==> config.mk <==
export PLATFORM = sky130hd
export DESIGN_NAME = dva_front
export DESIGN_NICKNAME = d
export VERILOG_FILES = /design/src/design/dva_pkg.sv /design/src/design/dva_front.sv
export SDC_FILE = /design/constraint.sdc
export NUM_CORES = 1
export LEC_CHECK = 0
export ABC_AREA = 0
export BUFFER_PORTS_ARGS = -buffer_cell sky130_fd_sc_hd__clkbuf_2
export CAP_MARGIN = 20
export CORE_AREA = 2 2 229 231
export CTS_BUF_LIST = sky130_fd_sc_hd__clkbuf_16
export CTS_CLUSTER_SIZE = 8
export DETAILED_ROUTE_END_ITERATION = 12
export DIE_AREA = 0 0 231 233
export SLEW_MARGIN = 20
export SYNTH_ARGS = -nofsm -noshare
export SYNTH_HDL_FRONTEND = slang
export SYNTH_SLANG_ARGS = --single-unit
==> constraint.sdc <==
create_clock -name clk_i -period 6.7 [get_ports clk_i]
set_input_delay 0.335 -clock clk_i [delete_from_list [all_inputs] [get_ports clk_i]]
set_output_delay 0.335 -clock clk_i [all_outputs]
set_load 0.01 [all_outputs]
==> src/design/dva_pkg.sv <==
`timescale 1ns / 1ps
// Shared types and constants for the direction-vector-to-angles block.
// No dependencies; imported by every module of the block.
package dva_pkg;

  // Datapath width of the CORDIC x/y words (input scaled up to bit 59)
  localparam int DW        = 64;
  // Angle accumulator: degrees * 2^ACC_FRAC, signed
  localparam int ACC_FRAC  = 24;
  localparam int ACC_W     = 34;
  // Arctangent table depth
  localparam int TABLE_LEN = 24;
  // CORDIC gain compensation factor, Q14 (about 1.64676)
  localparam int GAIN_Q14  = 26981;
  localparam int GAIN_W    = 15;
  localparam int GAIN_FRAC = 14;
  // Result and configuration widths
  localparam int OUT_W     = 16;
  localparam int TOL_W     = 8;

  // Angles in whole degrees
  localparam int ANGLE_DOWN = 90;
  localparam int ANGLE_HALF = 180;
  localparam int ANGLE_UP   = 270;
  localparam int ANGLE_FULL = 360;

  typedef logic signed [DW-1:0]    dat_t;
  typedef logic signed [ACC_W-1:0] acc_t;

  localparam acc_t HALF_TURN_ACC = acc_t'(ANGLE_HALF) <<< ACC_FRAC;
  localparam acc_t FULL_TURN_ACC = acc_t'(ANGLE_FULL) <<< ACC_FRAC;

  // Special-case flags that ride along with each vector
  typedef struct packed {
    logic null_vec;  // all three components zero
    logic vert;      // |x| and |y| within tolerance
    logic z_pos;     // z > 0
  } flags_t;

  // atan(2^-i) in degrees * 2^24
  function automatic acc_t atan_deg(input int unsigned idx);
    acc_t val;
    unique case (idx)
      0:       val = acc_t'(754974720);
      1:       val = acc_t'(445687602);
      2:       val = acc_t'(235489089);
      3:       val = acc_t'(119537938);
      4:       val = acc_t'(60000934);
      5:       val = acc_t'(30029717);
      6:       val = acc_t'(15018523);
      7:       val = acc_t'(7509720);
      8:       val = acc_t'(3754917);
      9:       val = acc_t'(1877466);
      10:      val = acc_t'(938734);
      11:      val = acc_t'(469367);
      12:      val = acc_t'(234684);
      13:      val = acc_t'(117342);
      14:      val = acc_t'(58671);
      15:      val = acc_t'(29335);
      16:      val = acc_t'(14668);
      17:      val = acc_t'(7334);
      18:      val = acc_t'(3667);
      19:      val = acc_t'(1833);
      20:      val = acc_t'(917);
      21:      val = acc_t'(458);
      22:      val = acc_t'(229);
      23:      val = acc_t'(115);
      default: val = '0;
    endcase
    return val;
  endfunction

endpackage

==> src/design/dva_front.sv <==
`timescale 1ns / 1ps
// Input register and pre-rotation stage: special-case detection, half-plane
// fold for the yaw pass and gain-compensated -z. Depends on dva_pkg.
module dva_front
  import dva_pkg::*;
#(
  parameter int COORD_WIDTH = 16
) (
  input  logic                                 clk_i,
  input  logic                                 rst_ni,
  input  logic                                 adv_i,
  input  logic                                 valid_i,
  input  logic signed [COORD_WIDTH-1:0]        x_i,
  input  logic signed [COORD_WIDTH-1:0]        y_i,
  input  logic signed [COORD_WIDTH-1:0]        z_i,
  input  logic        [TOL_W-1:0]              tol_i,
  output logic                                 valid_o,
  output dat_t                                 x_o,
  output dat_t                                 y_o,
  output acc_t                                 acc_o,
  output logic signed [COORD_WIDTH+GAIN_W+1:0] nprod_o,
  output flags_t                               flags_o
);

  localparam int GUARD   = 60 - COORD_WIDTH;
  localparam int NPROD_W = COORD_WIDTH + GAIN_W + 2;
  localparam logic signed [NPROD_W-1:0] GAIN_S = NPROD_W'(GAIN_Q14);

  // Stage A: registered input
  logic                          a_valid_q;
  logic signed [COORD_WIDTH-1:0] a_x_q, a_y_q, a_z_q;

  always_ff @(posedge clk_i or negedge rst_ni) begin
    if (!rst_ni) begin
      a_valid_q <= 1'b0;
    end else if (adv_i) begin
      a_valid_q <= valid_i;
    end
  end

  always_ff @(posedge clk_i) begin
    if (adv_i) begin
      a_x_q <= x_i;
      a_y_q <= y_i;
      a_z_q <= z_i;
    end
  end

  // Stage B logic: scale, fold left half-plane, magnitudes, -z * gain
  dat_t                          xe, ye;
  logic signed [COORD_WIDTH:0]   xs, ys;
  logic        [COORD_WIDTH:0]   xmag, ymag, tol_ext;
  logic signed [NPROD_W-1:0]     zx;
  logic                          x_neg;

  assign x_neg   = a_x_q[COORD_WIDTH-1];
  assign xe      = dat_t'(a_x_q) <<< GUARD;
  assign ye      = dat_t'(a_y_q) <<< GUARD;
  assign xs      = (COORD_WIDTH+1)'(a_x_q);
  assign ys      = (COORD_WIDTH+1)'(a_y_q);
  assign xmag    = xs[COORD_WIDTH] ? $unsigned(-xs) : $unsigned(xs);
  assign ymag    = ys[COORD_WIDTH] ? $unsigned(-ys) : $unsigned(ys);
  assign tol_ext = (COORD_WIDTH+1)'(tol_i);
  assign zx      = NPROD_W'(a_z_q);

  logic                      b_valid_q;
  dat_t                      b_x_q, b_y_q;
  acc_t                      b_acc_q;
  logic signed [NPROD_W-1:0] b_nprod_q;
  flags_t                    b_flags_q;

  always_ff @(posedge clk_i or negedge rst_ni) begin
    if (!rst_ni) begin
      b_valid_q <= 1'b0;
    end else if (adv_i) begin
      b_valid_q <= a_valid_q;
    end
  end

  always_ff @(posedge clk_i) begin
    if (adv_i) begin
      b_x_q              <= x_neg ? -xe : xe;
      b_y_q              <= x_neg ? -ye : ye;
      b_acc_q            <= x_neg ? HALF_TURN_ACC : '0;
      b_nprod_q          <= (-zx) * GAIN_S;
      b_flags_q.null_vec <= (a_x_q == '0) && (a_y_q == '0) && (a_z_q == '0);
      b_flags_q.vert     <= (xmag <= tol_ext) && (ymag <= tol_ext);
      b_flags_q.z_pos    <= !a_z_q[COORD_WIDTH-1] && (a_z_q != '0);
    end
  end

  assign valid_o = b_valid_q;
  assign x_o     = b_x_q;
  assign y_o     = b_y_q;
  assign acc_o   = b_acc_q;
  assign nprod_o = b_nprod_q;
  assign flags_o = b_flags_q;

endmodule

======== Word-level counts from Yosys, hierarchy flattened ========
Cells that the tools add are included.
storage, ports and cells
  word-level logic and storage cells ...... 36
  bits in registers ....................... 248
  input port bits ......................... 60
operators by class
  magnitude comparators ................... 2
  multiplexer cells ....................... 5
  reductions and logical operators ........ 9
  $mul .................................... 1
  $add $sub $neg .......................... 5
operators by type and width
  cell                    number
  $neg 60->64             2
  $mux 64                 1
  $mux 59                 1
  $logic_not 16->1        3
  $le 17x8->1             2
  $mux 17                 2
  $neg 16->17             2
  $mul 33x16->33 const B  1
  $neg 16->33             1
  $mux 32                 1
  $reduce_bool 16->1      1
  $logic_and 1x1->1       4
  $logic_not 1->1         1

======== Logic depth before layout (Yosys ltp) ========
  word-level depth ........................ 4
  depth in mapped cells ................... 28
  depth with buffers taken out ............ 28

======== Worst setup path after synthesis ========
No wires, ideal clock.
  kind .................................... reg2reg
  start ................................... register a_z_q[0]
  end ..................................... register b_nprod_q[31], in the netlist nprod_o[31], data pin
  library setup time ...................... 0.258 ns
  setup slack ............................. -0.368 ns
  stages on the path, launching flop included .. 29
  data arrival time ....................... 6.810 ns
  clock period less this slack ............ 7.068 ns
  cells stage by stage .................... edfxtp_1 -> inv_1 -> ha_1 -> or3b_4 -> or4_4 -> nor3_2 -> buf_2 -> nand3_1 -> ha_1 -> inv_1 -> ha_1 -> inv_1 -> fa_1 -> inv_1 -> ha_1 -> fa_1 -> fa_1 -> inv_1 -> fa_1 -> inv_1 -> ha_1 -> nand2_1 -> o211ai_1 -> o21ai_0 -> o21ai_0 -> o22ai_1 -> o2111ai_1 -> a21oi_1 -> xnor2_1
between the ends
  cells in the longest elaborated chain, start to end .. 2
RTL lines
  element                   line             RTL
  start: declaration        dva_front.sv:31  logic signed [COORD_WIDTH-1:0] a_x_q, a_y_q, a_z_q;
  start signal: assignment  dva_front.sv:45  a_z_q <= z_i;
  $neg 16->33               dva_front.sv:85  b_nprod_q <= (-zx) * GAIN_S;
  $mul 33x16->33            dva_front.sv:85
  end signal: assignment    dva_front.sv:85
  end: declaration          dva_front.sv:69  logic signed [NPROD_W-1:0] b_nprod_q;
Every way passes these cells.
A chain may end at the register's enable or synchronous reset.

======== Worst setup path after layout ========
  start ................................... register a_z_q[0]
  end ..................................... register b_nprod_q[23], in the netlist nprod_o[23], data pin
The elaborated chain is that of the path after synthesis.

==> results.md <==
* Filler cell count at between 5k and 6k
* RSZ-0062 raised after global routing: yes
* Post-route cell area at approximately 16000 um^2
* CTS tree: built
* TritonCTS Sinks at approximately 130
* Post-DR vias/cell at around 4
* Max incr delay on CP at 0.53 ns
* Slew HR at 0.3275
* Max-slew violations at 0
* Seq/Total Area, Yosys at 0.2981
* Top cell types by occurrence after synthesis: 289 x inv_1, 163 x ha_1, 125 x edfxtp_1
* Root Buffer: clkbuf_16
* Wire length per cell at about 13 um
* Fmax at 0.1497 GHz
* Total number of vias at 8421
* Largest net degree at the start of global routing at 80
* Gr ovfl total at 0
* Die W at 231 um
* CP Max Fanout at 4
* Crit path time final at about 6.7 ns
* Crit path top cell by count: inv_2
* Total CTS buffers at 17
* Maxcap violations at 0
* Global-route usage over all layers at 0.1072
* Worst slew pin tran at 1.009 ns
* Min-Delay Endpoint: a_z_q[7]
* Global-route wire length before repair at 44.55 mm
* Worst reg2reg endpoint: nprod_o[23]
* Initial drt markers at between 300 and 400
* Mapped Area at about 13000 um^2
* DRC Markers at 0
* Row cnt at 83
* Yosys Warn Count at 0
* Post-route clock period utilization at 0.9973
* Crit start category: register
* Most frequent cell after synthesis: inv_1
* Layout area overhead at 24.10%
* Clock skew at roughly 0.013 ns
* Synth cell types at 57
* Die height at roughly 230 um
* H-tree depth at 4
* Register bit count reported by yosys at approximately 130
* FFs w/ async S/R, synth at 0.01575
* Crit path max-delay family: adder cells
* Critical Path RT at a little under 7 ns
* Post-synth EDFFs at 125
* Main area contributors after synthesis: edfxtp_1 29%, fa_1 18%, ha_1 16%
* Initial antenna violation count at 0
* Outcome: complete, no violations
* Reg clk slew, reported paths at 0.07 ns
* Final HPWL DP at 24.24 mm
* Initial Utilization at 0.2498
* Hold Violations, Final at 0
* Register Area at 3804 um^2
* Placed inst area at 14670 um^2
* Critical Path End Type: register
* Core area at 51090 um^2
* Crit Path Category: register to register
* Clk_lat worst skew at roughly 0.45 ns
* Crit path buffers/inverters at 10
* Layout cells sized above 1 at 0.2544
* Die ar. at between 50000 and 60000 um^2
* Flop-to-flop setup slack at ~0.018 ns
* Count of final setup violators at 0
* Wirelength, routed at 28.88 mm
* Detail Route Antenna Nets at 0
* Multi-input logic area at around 8000 um^2
* PortBufs at 140
* Worst hold margin at roughly 0.064 ns
* Critical path arrival at roughly 7 ns
* I/O pin total at between 200 and 300
* Cells after synthesis at 1224
* Yosys top cell by area: edfxtp_1
* GPL Wtd Cong at slightly above 0.9
* Area fraction of the dominant cell type after synthesis at 0.2941
* DRT Pass-1 Iters at 5
* Fin Setup TNS at 0 ns
* Min-delay src: z_i[7]
* Syn Area/Cell at between 10 and 15 um^2
* R2r startpoint: a_z_q[0]
* Nets at 1806
* Max Buffers Root-to-Sink at 2
* Primary FF master, synth: edfxtp_1
* Vias in the first global route at around 8.5k
* Critical path's slowest cell: fa_1
* Reg2Reg Depth at 29
* Hold WC Path Type: input port to register
* WHS Path Cells at 1
[cell type report]
| class | instances | area share |
|---|---|---|
| well taps | 680 | 0.05373 |
| inverters | 290 | 0.06905 |
| diodes | 1 | 0.0001580 |
| flip-flops and latches | 127 | 0.2402 |
| repair buffers | 236 | 0.09204 |
| multi-input cells | 797 | 0.5069 |
| clock buffers | 17 | 0.02686 |
| clock inverters | 15 | 0.01106 |
[cells in the final DEF, fill, tap and decap left out, drive strengths merged, types with 3 or more instances in the layout]
master and n:
inv 298, ha 163, clkbuf 156, edfxtp 125
conb 121, fa 114, buf 96, xnor2 74
a21oi 44, o21ai 40, nand2 38, xor2 33
nor2 26, a21o 19, nand2b 15, nor3 14
nand3 13, nand4 8, o31ai 7, nor4 6
or3 5, a211oi 5, nor2b 4, and2 4
clkinv 4, or4 4, o22ai 4, o41ai 3
o21a 3, mux2 3
[how the worst max path moves through the flow]
stage | from | to | slack [ns] | cells after the start
6_report | a_z_q[0] | nprod_o[23] | 0.02 | 29
5_1_grt | a_z_q[0] | nprod_o[31] | -0.28 | 26
4_1_cts | a_z_q[0] | nprod_o[32] | 0.0003 | 25
3_5_place_dp | a_z_q[1] | nprod_o[31] | -0.21 | 28
3_3_place_gp | a_z_q[1] | nprod_o[31] | -0.15 | 27
2_1_floorplan | a_z_q[0] | nprod_o[32] | -0.007 | 27
[per-layer routing]
metal	GRT usage	wire, um	vias up
met4	0.02863	357	0
li1	-	-	4211
met1	0.1296	12580	4018
met2	0.1856	14510	169
met5	0	0	-
met3	0.03100	1439	23
[logic make-up (layout without fill, tap and decap cells)]
family	count (synthesis)	in the layout	synth area share
simple gates	147	147	0.05961
mux	3	3	0.002647
fa+ha+maj	277	277	0.3387
xor+xnor	107	107	0.07344
other cells	1	122	0.0002939
compound gates	142	142	0.06805
flops	127	127	0.2981
buf+inv	420	558	0.1592
[per-stage QoR]
step	util	instances	worst slack [ns]
final	0.3099	2163	0.01778
after global routing	0.3099	2162	-0.2788
after CTS	0.3032	2156	0.0003233
after detailed placement	0.2871	2108	-0.2086
after global placement	0.2871	2108	-0.1501
after floorplan	-	1344	-0.007081
[state kept, by name (all words and copies together) (netlist names)]
| name | cells |
|---|---|
| x_o | 20 |
| y_o | 20 |
| acc_o | 1 |
| flags_o | 3 |
| a_valid_q | 1 |
| a_z_q | 16 |
| valid_o | 1 |
| a_x_q | 16 |
| nprod_o | 33 |
| a_y_q | 16 |
[repair_timing]
item,in CTS,in global routing
endpoints found under the setup margin,8,14
resized for setup,23,64
buffers inserted,15,7
hold endpoints to repair,2,0
hold buffers,1,0
pin swaps,31,55
Power is not shown: default switching activity piles up to over one toggle a cycle in this logic, so the estimate is an artifact.
