File: config.mk
export PLATFORM = sky130hd
export DESIGN_NAME = dva_back
export DESIGN_NICKNAME = d
export VERILOG_FILES = /design/src/design/dva_pkg.sv /design/src/design/dva_back.sv
export SDC_FILE = /design/constraint.sdc
export NUM_CORES = 1
export LEC_CHECK = 0
export BUFFER_PORTS_ARGS = -buffer_cell sky130_fd_sc_hd__buf_2
export CAP_MARGIN = 20
export CORE_UTILIZATION = 55
export CTS_CLUSTER_DIAMETER = 50
export DETAILED_ROUTE_END_ITERATION = 8
export GPL_TIMING_DRIVEN = 0
export PLACE_DENSITY = 0.8
export SLEW_MARGIN = 5
export SYNTH_ARGS = -nofsm -noshare
export SYNTH_HDL_FRONTEND = slang
export SYNTH_SLANG_ARGS = --single-unit
File: constraint.sdc
create_clock -name clk_i -period 5.4 [get_ports clk_i]
set_input_delay 0.27 -clock clk_i [delete_from_list [all_inputs] [get_ports clk_i]]
set_output_delay 0.27 -clock clk_i [all_outputs]
set_load 0.02 [all_outputs]
File: src/design/dva_pkg.sv
`timescale 1ns / 1ps
// Shared types and constants for the direction-vector-to-angles block.
// No dependencies; imported by every module of the block.
package dva_pkg;

  // Datapath width of the CORDIC x/y words (input scaled up to bit 59)
  localparam int DW        = 64;
  // Angle accumulator: degrees * 2^ACC_FRAC, signed
  localparam int ACC_FRAC  = 24;
  localparam int ACC_W     = 34;
  // Arctangent table depth
  localparam int TABLE_LEN = 24;
  // CORDIC gain compensation factor, Q14 (about 1.64676)
  localparam int GAIN_Q14  = 26981;
  localparam int GAIN_W    = 15;
  localparam int GAIN_FRAC = 14;
  // Result and configuration widths
  localparam int OUT_W     = 16;
  localparam int TOL_W     = 8;

  // Angles in whole degrees
  localparam int ANGLE_DOWN = 90;
  localparam int ANGLE_HALF = 180;
  localparam int ANGLE_UP   = 270;
  localparam int ANGLE_FULL = 360;

  typedef logic signed [DW-1:0]    dat_t;
  typedef logic signed [ACC_W-1:0] acc_t;

  localparam acc_t HALF_TURN_ACC = acc_t'(ANGLE_HALF) <<< ACC_FRAC;
  localparam acc_t FULL_TURN_ACC = acc_t'(ANGLE_FULL) <<< ACC_FRAC;

  // Special-case flags that ride along with each vector
  typedef struct packed {
    logic null_vec;  // all three components zero
    logic vert;      // |x| and |y| within tolerance
    logic z_pos;     // z > 0
  } flags_t;

  // atan(2^-i) in degrees * 2^24
  function automatic acc_t atan_deg(input int unsigned idx);
    acc_t val;
    unique case (idx)
      0:       val = acc_t'(754974720);
      1:       val = acc_t'(445687602);
      2:       val = acc_t'(235489089);
      3:       val = acc_t'(119537938);
      4:       val = acc_t'(60000934);
      5:       val = acc_t'(30029717);
      6:       val = acc_t'(15018523);
      7:       val = acc_t'(7509720);
      8:       val = acc_t'(3754917);
      9:       val = acc_t'(1877466);
      10:      val = acc_t'(938734);
      11:      val = acc_t'(469367);
      12:      val = acc_t'(234684);
      13:      val = acc_t'(117342);
      14:      val = acc_t'(58671);
      15:      val = acc_t'(29335);
      16:      val = acc_t'(14668);
      17:      val = acc_t'(7334);
      18:      val = acc_t'(3667);
      19:      val = acc_t'(1833);
      20:      val = acc_t'(917);
      21:      val = acc_t'(458);
      22:      val = acc_t'(229);
      23:      val = acc_t'(115);
      default: val = '0;
    endcase
    return val;
  endfunction

endpackage

File: src/design/dva_back.sv
`timescale 1ns / 1ps
// Angle wrap, rounding, special-case override and output register with skid.
// Depends on dva_pkg (accumulator type, flags and angle constants).
module dva_back
  import dva_pkg::*;
#(
  parameter int ANGLE_FRAC_BITS = 7
) (
  input  logic             clk_i,
  input  logic             rst_ni,
  input  logic             valid_i,
  input  acc_t             pitch_acc_i,
  input  acc_t             yaw_acc_i,
  input  flags_t           flags_i,
  input  logic             ready_i,
  output logic             adv_o,
  output logic             valid_o,
  output logic [OUT_W-1:0] pitch_o,
  output logic [OUT_W-1:0] yaw_o,
  output logic             null_o
);

  localparam int SHIFT = ACC_FRAC - ANGLE_FRAC_BITS;
  localparam int R_W   = ACC_W - SHIFT;
  localparam logic [ACC_W-1:0] RND = ACC_W'(1) << (SHIFT - 1);
  localparam logic [R_W-1:0]   LIM = R_W'(ANGLE_FULL) << ANGLE_FRAC_BITS;
  localparam logic [OUT_W-1:0] PITCH_UP   = OUT_W'(ANGLE_UP << ANGLE_FRAC_BITS);
  localparam logic [OUT_W-1:0] PITCH_DOWN = OUT_W'(ANGLE_DOWN << ANGLE_FRAC_BITS);

  typedef struct packed {
    logic [OUT_W-1:0] pitch;
    logic [OUT_W-1:0] yaw;
    logic             null_vec;
  } res_t;

  // Bring an angle into [0, 360)
  function automatic acc_t wrap_turn(input acc_t a);
    acc_t w;
    if (a < 0) begin
      w = a + FULL_TURN_ACC;
    end else if (a >= FULL_TURN_ACC) begin
      w = a - FULL_TURN_ACC;
    end else begin
      w = a;
    end
    return w;
  endfunction

  // Round half up to the output scale; 360 folds back to 0
  function automatic logic [OUT_W-1:0] round_deg(input acc_t w);
    logic [ACC_W-1:0] sum;
    logic [R_W-1:0]   r;
    sum = $unsigned(w) + RND;
    r   = sum[ACC_W-1:SHIFT];
    if (r >= LIM) begin
      r = r - LIM;
    end
    return OUT_W'(r);
  endfunction

  logic adv;

  // Wrap stage
  logic   f1_valid_q;
  acc_t   f1_pitch_q, f1_yaw_q;
  flags_t f1_flags_q;

  always_ff @(posedge clk_i or negedge rst_ni) begin
    if (!rst_ni) begin
      f1_valid_q <= 1'b0;
    end else if (adv) begin
      f1_valid_q <= valid_i;
    end
  end

  always_ff @(posedge clk_i) begin
    if (adv) begin
      f1_pitch_q <= wrap_turn(pitch_acc_i);
      f1_yaw_q   <= wrap_turn(yaw_acc_i);
      f1_flags_q <= flags_i;
    end
  end

  // Round and apply special cases
  res_t res;

  always_comb begin
    if (f1_flags_q.null_vec) begin
      res.pitch    = '0;
      res.yaw      = '0;
      res.null_vec = 1'b1;
    end else if (f1_flags_q.vert) begin
      res.pitch    = f1_flags_q.z_pos ? PITCH_UP : PITCH_DOWN;
      res.yaw      = '0;
      res.null_vec = 1'b0;
    end else begin
      res.pitch    = round_deg(f1_pitch_q);
      res.yaw      = round_deg(f1_yaw_q);
      res.null_vec = 1'b0;
    end
  end

  // Output register plus skid entry; the pipeline halts only when the skid is full
  logic out_valid_q, skid_valid_q;
  res_t out_q, skid_q;
  logic push, pop;

  assign adv  = !skid_valid_q;
  assign push = adv && f1_valid_q;
  assign pop  = out_valid_q && ready_i;

  always_ff @(posedge clk_i or negedge rst_ni) begin
    if (!rst_ni) begin
      out_valid_q  <= 1'b0;
      skid_valid_q <= 1'b0;
    end else if (skid_valid_q) begin
      if (pop) begin
        skid_valid_q <= 1'b0;
      end
    end else if (push) begin
      if (out_valid_q && !pop) begin
        skid_valid_q <= 1'b1;
      end else begin
        out_valid_q <= 1'b1;
      end
    end else if (pop) begin
      out_valid_q <= 1'b0;
    end
  end

  always_ff @(posedge clk_i) begin
    if (skid_valid_q) begin
      if (pop) begin
        out_q <= skid_q;
      end
    end else if (push) begin
      if (out_valid_q && !pop) begin
        skid_q <= res;
      end else begin
        out_q <= res;
      end
    end
  end

  assign adv_o   = adv;
  assign valid_o = out_valid_q;
  assign pitch_o = out_q.pitch;
  assign yaw_o   = out_q.yaw;
  assign null_o  = out_q.null_vec;

  // The skid entry is only ever used behind a held output
  a_skid_behind_out: assert property (@(posedge clk_i) disable iff (!rst_ni)
    skid_valid_q |-> out_valid_q)
    else $error("skid entry valid while output register empty");

  // A result arriving at a stalled output lands in the skid entry
  a_stall_fills_skid: assert property (@(posedge clk_i) disable iff (!rst_ni)
    (out_valid_q && !ready_i && push) |=> skid_valid_q)
    else $error("result arriving at stalled output was dropped");

  // A null vector always reports zero angles
  a_null_zero: assert property (@(posedge clk_i) disable iff (!rst_ni)
    (out_valid_q && out_q.null_vec) |-> (out_q.pitch == '0 && out_q.yaw == '0))
    else $error("null vector with nonzero angle");

endmodule

### Word-level counts from Yosys, hierarchy flattened

Cells that the tools add are included.

* $lt $le $gt $ge: 6
* bitwise logic cells: 1
* add/subtract/negate cells: 8
* reduce and logical (&&, ||, !) cells: 10
* muxes and demuxes: 20
* equal/unequal tests: 3

Operator list (number)
* $mux 33: 6
* $mux 34: 4
* $add 34x17->34 const B: 2
* $add 34x34->34 const B: 2
* $ge 34x34->1 const B: 2
* $lt 34x1->1 const B: 2
* $sub 34x34->34 const B: 2
* $mux 16: 3
* $ge 17x16->1 const B: 2
* $sub 16x16->16 const B: 2
* $reduce_and 3->1: 3
* $mux 1: 7
* $ne 2x2->1 const B: 2
* $reduce_bool 2->1: 2
* $logic_and 1x1->1: 3
* $logic_not 1->1: 2
* $ne 2x1->1 const B: 1
* $not 1->1: 1

* word-level logic and storage cells: 62
* flip-flop bits (word level): 140
* output and inout port bits: 35

### Depth between registers and ports, before layout

Gate-level depths: netlist (run 1).

* depth after elaboration: 8
* depth in mapped cells: 10
* depth with buffers taken out: 9

### Worst setup path before layout (run 1)

No wires, ideal clock.

* path type: flip-flop to flip-flop
* start: register skid_valid_q
* end: register out_q, in the netlist null_o (enable)
* stages on the path, launching flop included: 6
* library setup time: 0.434 ns
* required time: 4.966 ns
* slack: 1.027 ns
* arrival: 3.939 ns
* path through: dfrtp_1 -> buf_6 -> inv_1 -> clkbuf_1 -> nand2_1 -> a21oi_1

* word-level cells in the longest chain between the ends: 4

Ends and longest elaborated chain
* start, declared: RTL line dva_back.sv:104 `logic out_valid_q, skid_valid_q;`
* start signal, assigned: RTL line dva_back.sv:115 `skid_valid_q <= 1'b0;`
* start signal, assigned: RTL line dva_back.sv:118 `skid_valid_q <= 1'b0;`
* start signal, assigned: RTL line dva_back.sv:122 `skid_valid_q <= 1'b1;`
* $logic_not 1->1: RTL line dva_back.sv:108 `assign adv = !skid_valid_q;`
* named net adv_o: RTL line dva_back.sv:16 `output logic adv_o,`
* $logic_and 1x1->1: RTL line dva_back.sv:109 `assign push = adv && f1_valid_q;`
* $reduce_bool 2->1 (no source line)
* $reduce_and 3->1 (no source line)
* end signal, assigned: RTL line dva_back.sv:134 `out_q <= skid_q;`
* end signal, assigned: RTL line dva_back.sv:140 `out_q <= res;`
* end, declared: RTL line dva_back.sv:105 `res_t out_q, skid_q;`

The timed path passes the listed nets, and every way through them passes these cells.
A chain may end at the register's enable or synchronous reset.

### Worst setup path in the final report (run 1)

* start: register f1_pitch_q[16]
* end: register out_q, in the netlist pitch_o[12], data pin

* word-level cells in the longest chain between the ends: 8

Ends and longest elaborated chain
* start, declared: RTL line dva_back.sv:65 `acc_t f1_pitch_q, f1_yaw_q;`
* start signal, assigned: RTL line dva_back.sv:78 `f1_pitch_q <= wrap_turn(pitch_acc_i);`
* $add 34x17->34 (*): RTL line dva_back.sv:53 `sum = $unsigned(w) + RND;`
* $sub 16x16->16 / $ge 17x16->1 (equally long branches): RTL line dva_back.sv:56, dva_back.sv:55
* $mux 16 (*): RTL line dva_back.sv:55 `if (r >= LIM) begin`
* $mux 33 (*): RTL line dva_back.sv:92 `end else if (f1_flags_q.vert) begin`
* $mux 33 (*): RTL line dva_back.sv:88 `if (f1_flags_q.null_vec) begin`
* $mux 33 (*): RTL line dva_back.sv:137 `if (out_valid_q && !pop) begin`
* $mux 33 (*): RTL line dva_back.sv:136 `end else if (push) begin`
* $mux 33 (*): RTL line dva_back.sv:132 `if (skid_valid_q) begin`

Every way passes the cells marked *; elsewhere a longest branch is shown, timed or not. The select of a mux whose other input is x is not followed.

==> results of run 1 <==
[registers in the layout, indices dropped and copies added, names as in the netlist]
name	flops
skid_q	33
f1_pitch_q	18
f1_yaw_q	18
pitch_o	16
yaw_o	16
f1_flags_q	3
f1_valid_q	1
null_o	1
skid_valid_q	1
valid_o	1
[layer usage]
| metal | wire length, um | part of all wire | vias to the layer above |
|---|---|---|---|
| met2 | 5150 | 0.47 | 140 |
| met4 | 208 | 0.019 | 0 |
| li1 | - | - | 1946 |
| met3 | 495 | 0.045 | 23 |
| met1 | 5200 | 0.47 | 1878 |
| met5 | 0 | 0 | - |
[cell families (layout without fill, tap and decap cells)]
logic type,count (synthesis),after routing
AO/OA/AOI/OAI,94,94
XOR/XNOR,43,43
adder cells (fa/ha/maj),6,6
buffers and inverters,37,133
flip-flops,108,108
multiplexers,15,15
AND/OR/NAND/NOR,173,173
[repair_timing]
action	in CTS	in global routing
setup endpoints to repair	0	0
hold buffers	1	0
endpoints found under the hold margin	3	0
buffers inserted	0	0
[per-stage QoR]
stage	instance area (um^2)	power, mW	hold WS (ps)	setup slack, ps
after floorplan	5560	2.43	-25.6	1030
after global placement	6110	2.78	63.3	36.8
after detailed placement	6160	2.86	67.4	2350
after CTS	6340	3.29	48.7	2340
after global routing	6340	3.48	44.6	2100
final	6340	3.28	52.7	2330
[path summary, 6_finish.rpt]
path / end / slack, ps / start / cells after the start
min in group asynchronous: f1_valid_q / 200 / rst_ni / 2
hold reg to reg: yaw_o[7] / 540 / skid_q[8] / 2
hold / removal: f1_flags_q[2] / 50 / flags_i[2] / 1
max in group asynchronous: valid_o / 5090 / rst_ni / 2
setup reg to reg: pitch_o[12] / 2330 / f1_pitch_q[16] / 9
setup / recovery: pitch_o[12] / 2330 / f1_pitch_q[16] / 9
[final cells by class]
cell class / instances / share of cell area
clock buffer: 10 / 0.0201
clock inverter: 6 / 0.00651
multi-input combinational: 331 / 0.339
tap: 133 / 0.0262
inverter: 13 / 0.00770
buffer: 24 / 0.0229
sequential: 108 / 0.509
timing repair buffer: 80 / 0.0687
[worst register-to-register path, cell delays in order, from the launching register on]
cell      delay, ps
edfxtp_1        420
ha_1            290
nand4_1         260
nor4_1          400
xnor2_1         310
o211ai_1        270
or2_4           310
o211ai_1        220
xor2_1          240
o31ai_1         110
[placed cells by master (no fill, tap or decap), types with 8 or more instances in the layout]
master and count:
xnor2_1 26, xor2_1 16, nand3_1 18, edfxtp_1 105, clkbuf_1 15, inv_1 13
o21ai_0 9, a21oi_1 16, buf_2 78, clkbuf_8 9, nand4_1 8, mux2_2 13
nor2_1 48, o31ai_1 23, nand2_1 58
[power by group through the flow]
stage               clock network (mW)  registers, mW  logic (mW)
floorplan                            0           1.67       0.761
global placement                     0           1.51        1.27
detailed placement                   0           1.50        1.35
CTS                              0.448           1.48        1.36
global route                     0.480           1.52        1.49
finish                           0.442           1.48        1.35
==> metrics.md, run 1 <==
| Metric | Value |
|---|---|
| Outcome | `complete, no violations` |
| Vias per cell | `5.66` |
| Fin crit period | `3070 ps` |
| FP Rows | `36` |
| Min-Delay Path Class | `input port to flop` |
| Die ar. | `0.0105 mm^2` |
| Clock Power Share | `0.135` |
| P per Cell Area | `517 mW/mm^2` |
| Max-capacitance violation count | `0` |
| Clock Sink Count | `108` |
| Final Hold Fails | `0` |
| First-pass GRT wire length | `17500 um` |
| Antenna violations before repair | `0` |
| Count leader, synth | `edfxtp_1` |
| Clk Latency, worst-skew pair | `380 ps` |
| Flop pwr share | `0.452` |
| Final Wtd Congestion | `0.862` |
| CTS max path bufs | `2` |
| CP Capture Type | `flop` |
| Number of global-route vias before repair | `3616` |
| # setup viols final | `0` |
| Family with the most delay on the worst path | `simple AND/OR/NAND/NOR gates` |
| Worst Setup Path Type | `flop to flop` |
| Gate power share | `0.413` |
| Most Crowded Layer GR | `met2` |
| Worst path bufs/invs | `0` |
| CP required | `5530 ps` |
| Yosys top cell by area | `edfxtp_1` |
| Area delta synth->final | `14.1%` |
| Synth warn | `0` |
| 1st-pass router iterations | `5` |
| Cell with the largest stage delay on the worst path | `edfxtp_1` |
| Worst-path maximum fanout | `6` |
| H-tree lvl count | `3` |
| Final Cycle Share | `0.569` |
| Largest stage delay on the critical path | `420 ps` |
| Grt ovf | `0` |
| Core ar. | `0.00977 mm^2` |
| Register area | `0.00323 mm^2` |
| Cell variety after synth | `62` |
| Crit-path cells | `ha_1, nand4_1, nor4_1, xnor2_1, o211ai_1, or2_4, o211ai_1, xor2_1, o31ai_1` |
| Port bufs | `77` |
| Initial DRC Count | `244` |
| # diodes | `0` |
| Share of cells above drive strength 1 | `0.231` |
| Max frequency | `0.325 GHz` |
| M3 GR Usage | `0.0386` |
| Drt total wl | `11100 um` |
| All-layer global routing usage | `0.222` |
| Yosys reg bits | `108` |
| Die extent in x | `103 um` |
| Xor and xnor area share after synthesis | `0.0691` |
| Netlist Area Pre-Place | `0.00556 mm^2` |
| Root Driver | `clkbuf_8` |
| Switching Share | `0.394` |
| Largest net degree at the start of global routing | `37` |
| Synthesized Nets | `557` |
| Clock-pin slew on the worst setup and hold paths | `100 ps` |
| Post-layout util | `0.649` |
| Nets@finish | `648` |
| Routed len/inst | `15.7 um` |
| Met1 GRT Util | `0.309` |
| Number of top-level pins | `110` |
| CP dominant cell by count | `o211ai_1` |
| Post-synth top flop | `edfxtp_1` |
| Synth async-reset ratio | `0.0278` |
| Fin. max-slew vios | `0` |
| Post-synthesis adder-cell area fraction | `0.0135` |
| Leak | `2.29 nW` |
| Initial Utilization | `0.568` |
| RSZ-0062 raised after global routing | `no` |
| Post-synthesis mux area share | `0.0300` |
| Syn Inst Count | `476` |
| Grt met2 use | `0.354` |
| Post-DP HPWL | `8210 um` |
| Max_slew headroom | `0.491` |
| Max IR drop VDD | `0.263 mV` |
| Post_cts resized | `0` |
| Fillers | `800` |
| DRT antenna net count | `0` |
| Cell total after placement | `688` |
| Post-Synth Simple-Gate Area | `0.149` |
| Final cell count without fillers | `705` |
| CTS tree | `yes` |
| Slew @ Worst Pin | `764 ps` |
| Critical path arrival | `3200 ps` |
| Register area share after synthesis | `0.581` |
| DRC Markers | `0` |
| Number of flops mapped to enable cells by yosys | `105` |
| Vert. Die Dim | `103 um` |
| Switching power total | `1.29 mW` |
| Setup_tns | `0 ps` |
| Vias post-DR | `3987` |
| Clock buffer count from CTS | `9` |
| Compound-Gate Fraction of Synth Area | `0.123` |
| Synth cell count leaders | `edfxtp_1 (105), nand2_1 (58), nor2_1 (48)` |
| Synth top area share | `0.568` |
| Clk_skew | `13.6 ps` |
| Setup crit start kind | `flop` |
| Area contributors post-synth | `edfxtp_1 (57%), xnor2_1 (4.1%), nand2_1 (3.9%)` |
| Multi-input logic area | `0.00215 mm^2` |
| P_int | `1.99 mW` |
| Synth Area per Inst | `11.7 um^2` |
| Main combinational cell family by area after synthesis | `simple AND/OR/NAND/NOR gates` |
(Power assumes the default switching activity.)
==> run 2, diff against run 1 <==
==> constraint.sdc (replaced) <==
create_clock -name clk_i -period 3.05 [get_ports clk_i]
set_input_delay 0.1525 -clock clk_i [delete_from_list [all_inputs] [get_ports clk_i]]
set_output_delay 0.1525 -clock clk_i [all_outputs]
set_load 0.02 [all_outputs]
==> run 2 against run 1 <==
Clock power up 79%. Largest cell class unchanged. Die area unchanged. Final cell count increased by 3.8%. Worst setup slack lost 2100 ps. Sequential power increased by 78%. Total power is 79% higher. Worst hold slack worse by 34 ps. Final area grew 5.1%. Count of clock-buffer cells in the layout grew 2. Critical path depth stayed put. Highest routed layer unchanged.
==> metrics.md, run 2 (same netlist as run 1, synthesis figures left out) <==
| Metric | Value |
|---|---|
| Cell total after placement | `688 (unchanged)` |
| Clock Sink Count | `108 (unchanged)` |
| # setup viols final | `0 (unchanged)` |
| R2R setup slack | `200 ps (was 2330 ps)` |
| Largest stage delay on the critical path | `460 ps (was 420 ps)` |
| Top reg by flops | `skid_q (unchanged)` |
| Leak | `2.44 nW (was 2.29 nW)` |
| CP Capture Type | `flop (unchanged)` |
| Max frequency | `0.351 GHz (was 0.325 GHz)` |
| Final Cycle Share | `0.935 (was 0.569)` |
| Largest register FFs | `33 (unchanged)` |
| Min-delay src | `valid_i (was flags_i[2])` |
| Largest net degree at the start of global routing | `34 (was 37)` |
| Share of cells above drive strength 1 | `0.235 (was 0.231)` |
| # diodes | `0 (unchanged)` |
| FP Rows | `36 (unchanged)` |
| Grt ovf | `0 (unchanged)` |
| CTS tree | `yes (unchanged)` |
| Clk Latency, worst-skew pair | `370 ps (was 380 ps)` |
| Worst-path maximum fanout | `10 (was 6)` |
| Clock-pin slew on the worst setup and hold paths | `90 ps (was 100 ps)` |
| Clock buffer count from CTS | `9 (unchanged)` |
| Final cell count without fillers | `732 (was 705)` |
| Grt met2 use | `0.351 (was 0.354)` |
| FF-to-FF End | `yaw_o[12] (was pitch_o[12])` |
| Critical path arrival | `2960 ps (was 3200 ps)` |
| Cell with the largest stage delay on the worst path | `edfxtp_1 (unchanged)` |
| P per Cell Area | `879 mW/mm^2 (was 517 mW/mm^2)` |
| Clk_skew | `10.3 ps (was 13.6 ps)` |
| Most common cell after layout, fill and taps aside | `edfxtp_1 (unchanged)` |
| Antenna violations before repair | `0 (unchanged)` |
| Port bufs | `77 (unchanged)` |
| Setup crit start kind | `flop (unchanged)` |
| Vias per cell | `5.54 (was 5.66)` |
| Crit-path cells | `nand4_2, or2_1, buf_2, o31ai_1, o211ai_2, a21oi_1, nor2_1, xor2_1, o31ai_1 (was ha_1, nand4_1, nor4_1, xnor2_1, o211ai_1, or2_4, o211ai_1, xor2_1, o31ai_1)` |
| Final Hold Fails | `0 (unchanged)` |
| Max-capacitance violation count | `0 (unchanged)` |
| Fin crit period | `2850 ps (was 3070 ps)` |
| Routed len/inst | `15.1 um (was 15.7 um)` |
| Initial Utilization | `0.568 (unchanged)` |
| Final Wtd Congestion | `0.841 (was 0.862)` |
| Multi-input logic area | `0.00218 mm^2 (was 0.00215 mm^2)` |
| Vias post-DR | `4054 (was 3987)` |
| Slew @ Worst Pin | `739 ps (was 764 ps)` |
| Fillers | `724 (was 800)` |
| DRC Markers | `0 (unchanged)` |
| DRT antenna net count | `0 (unchanged)` |
| Largest regs | `skid_q: 33 flops, f1_pitch_q: 18 flops, f1_yaw_q: 18 flops (unchanged)` |
| R2R Path Start | `f1_yaw_q[18] (was f1_pitch_q[16])` |
| Setup_tns | `0 ps (unchanged)` |
| Die ar. | `0.0105 mm^2 (unchanged)` |
| Worst path bufs/invs | `1 (was 0)` |
| CP dominant cell by count | `o31ai_1 (was o211ai_1)` |
| CP required | `3160 ps (was 5530 ps)` |
| Vert. Die Dim | `103 um (unchanged)` |
| Max_slew headroom | `0.507 (was 0.491)` |
| 1st-pass router iterations | `5 (unchanged)` |
| Register area | `0.00323 mm^2 (unchanged)` |
| Fin. max-slew vios | `0 (unchanged)` |
| FF-to-FF path depth | `9 (unchanged)` |
| Area delta synth->final | `19.9% (was 14.1%)` |
| Drt total wl | `11100 um (about the same)` |
| Die extent in x | `103 um (unchanged)` |
| Number of top-level pins | `110 (unchanged)` |
| Outcome | `complete, no violations (unchanged)` |
| H-tree lvl count | `3 (unchanged)` |
| Core ar. | `0.00977 mm^2 (unchanged)` |
| Most Crowded Layer GR | `met2 (unchanged)` |
| M3 GR Usage | `0.0400 (was 0.0386)` |
| Post-DP HPWL | `7880 um (was 8210 um)` |
| Root Driver | `clkbuf_8 (unchanged)` |
| Min-Delay Path Class | `input port to flop (unchanged)` |
| Max IR drop VDD | `0.467 mV (was 0.263 mV)` |
| Initial DRC Count | `156 (was 244)` |
| Worst Setup Path Type | `flop to flop (unchanged)` |
| Worst Hold Depth | `2 (was 1)` |
| RSZ-0062 raised after global routing | `no (unchanged)` |
| Nets@finish | `675 (was 648)` |
| Family with the most delay on the worst path | `compound AO/OA/AOI/OAI gates (was simple AND/OR/NAND/NOR gates)` |
| First-pass GRT wire length | `17400 um (was 17500 um)` |
| CTS max path bufs | `2 (unchanged)` |
| Number of global-route vias before repair | `3604 (was 3616)` |
| Met1 GRT Util | `0.304 (was 0.309)` |
| Commonest cells after routing, fill and taps aside | `edfxtp_1 (105), buf_2 (78), nand2_1 (58), nor2_1 (48), dlygate4sd3_1 (27) (was edfxtp_1 (105), buf_2 (78), nand2_1 (58), nor2_1 (48), xnor2_1 (26))` |
| All-layer global routing usage | `0.218 (was 0.222)` |
| Hold EP | `f1_valid_q (was f1_flags_q[2])` |
## run 2: changes by cell type in the layout (fill, tap and decap cells not counted), sizes merged
| cell | change |
|---|---|
| inv | +1 |
| dlygate4sd3 | +26 |
| clkinv | -3 |
| buf | +3 |
## run 2: how the worst max path moves through the flow
stage	start	end	slack, ps	cells after the start
3_3_place_gp	skid_valid_q	yaw_o[0]	-440	5
2_1_floorplan	skid_valid_q	null_o	100	5
4_1_cts	f1_pitch_q[16]	pitch_o[12]	40	9
5_1_grt	f1_pitch_q[16]	pitch_o[11]	7	10
6_report	f1_yaw_q[18]	yaw_o[12]	200	9
3_5_place_dp	f1_pitch_q[16]	pitch_o[12]	20	9
## run 2: layout make-up
class	count	share of cell area
plain buffers	22	0.0207
well taps	133	0.0250
clock buffers	12	0.0218
multi-input cells	331	0.328
repair buffers	109	0.108
clock inverters	4	0.00507
flip-flops and latches	108	0.485
inverters	13	0.00732
## run 2: routing by layer
layer	up-vias	wire length [um]
met1	1917	5150
met2	124	5300
met4	0	146
met3	9	472
met5	-	0
li1	2004	-
## run 2: timing repair
action,CTS,global route
endpoints found under the hold margin,29,0
hold buffers,27,0
setup buffers,0,3
resized for setup,0,6
endpoints found under the setup margin,0,12
## run 2: per-stage QoR
stage | setup WS, ps | hold slack (ps) | cell area (um^2) | total power, mW | util
global placement | -442 | -53.4 | 6110 | 4.91 | 0.625
global route | 6.51 | 10.9 | 6660 | 6.22 | 0.682
detailed placement | 18.1 | -48.0 | 6160 | 5.04 | 0.630
finish | 199 | 19.0 | 6660 | 5.85 | 0.682
floorplan | 99.8 | -143 | 5560 | 4.30 | -
CTS | 42.8 | 6.66 | 6610 | 5.85 | 0.676
## run 2: where the power goes
group | internal [mW] | switching [mW]
Sequential | 2.37 | 0.272
Combinational | 0.884 | 1.54
Clock | 0.326 | 0.466
Total | 3.58 | 2.27
## run 2: worst register-to-register path, cell delays in order (launching register included)
cell	delay (ps)
edfxtp_1	460
nand4_2	240
or2_1	280
buf_2	180
o31ai_1	420
o211ai_2	170
a21oi_1	330
nor2_1	110
xor2_1	300
o31ai_1	100
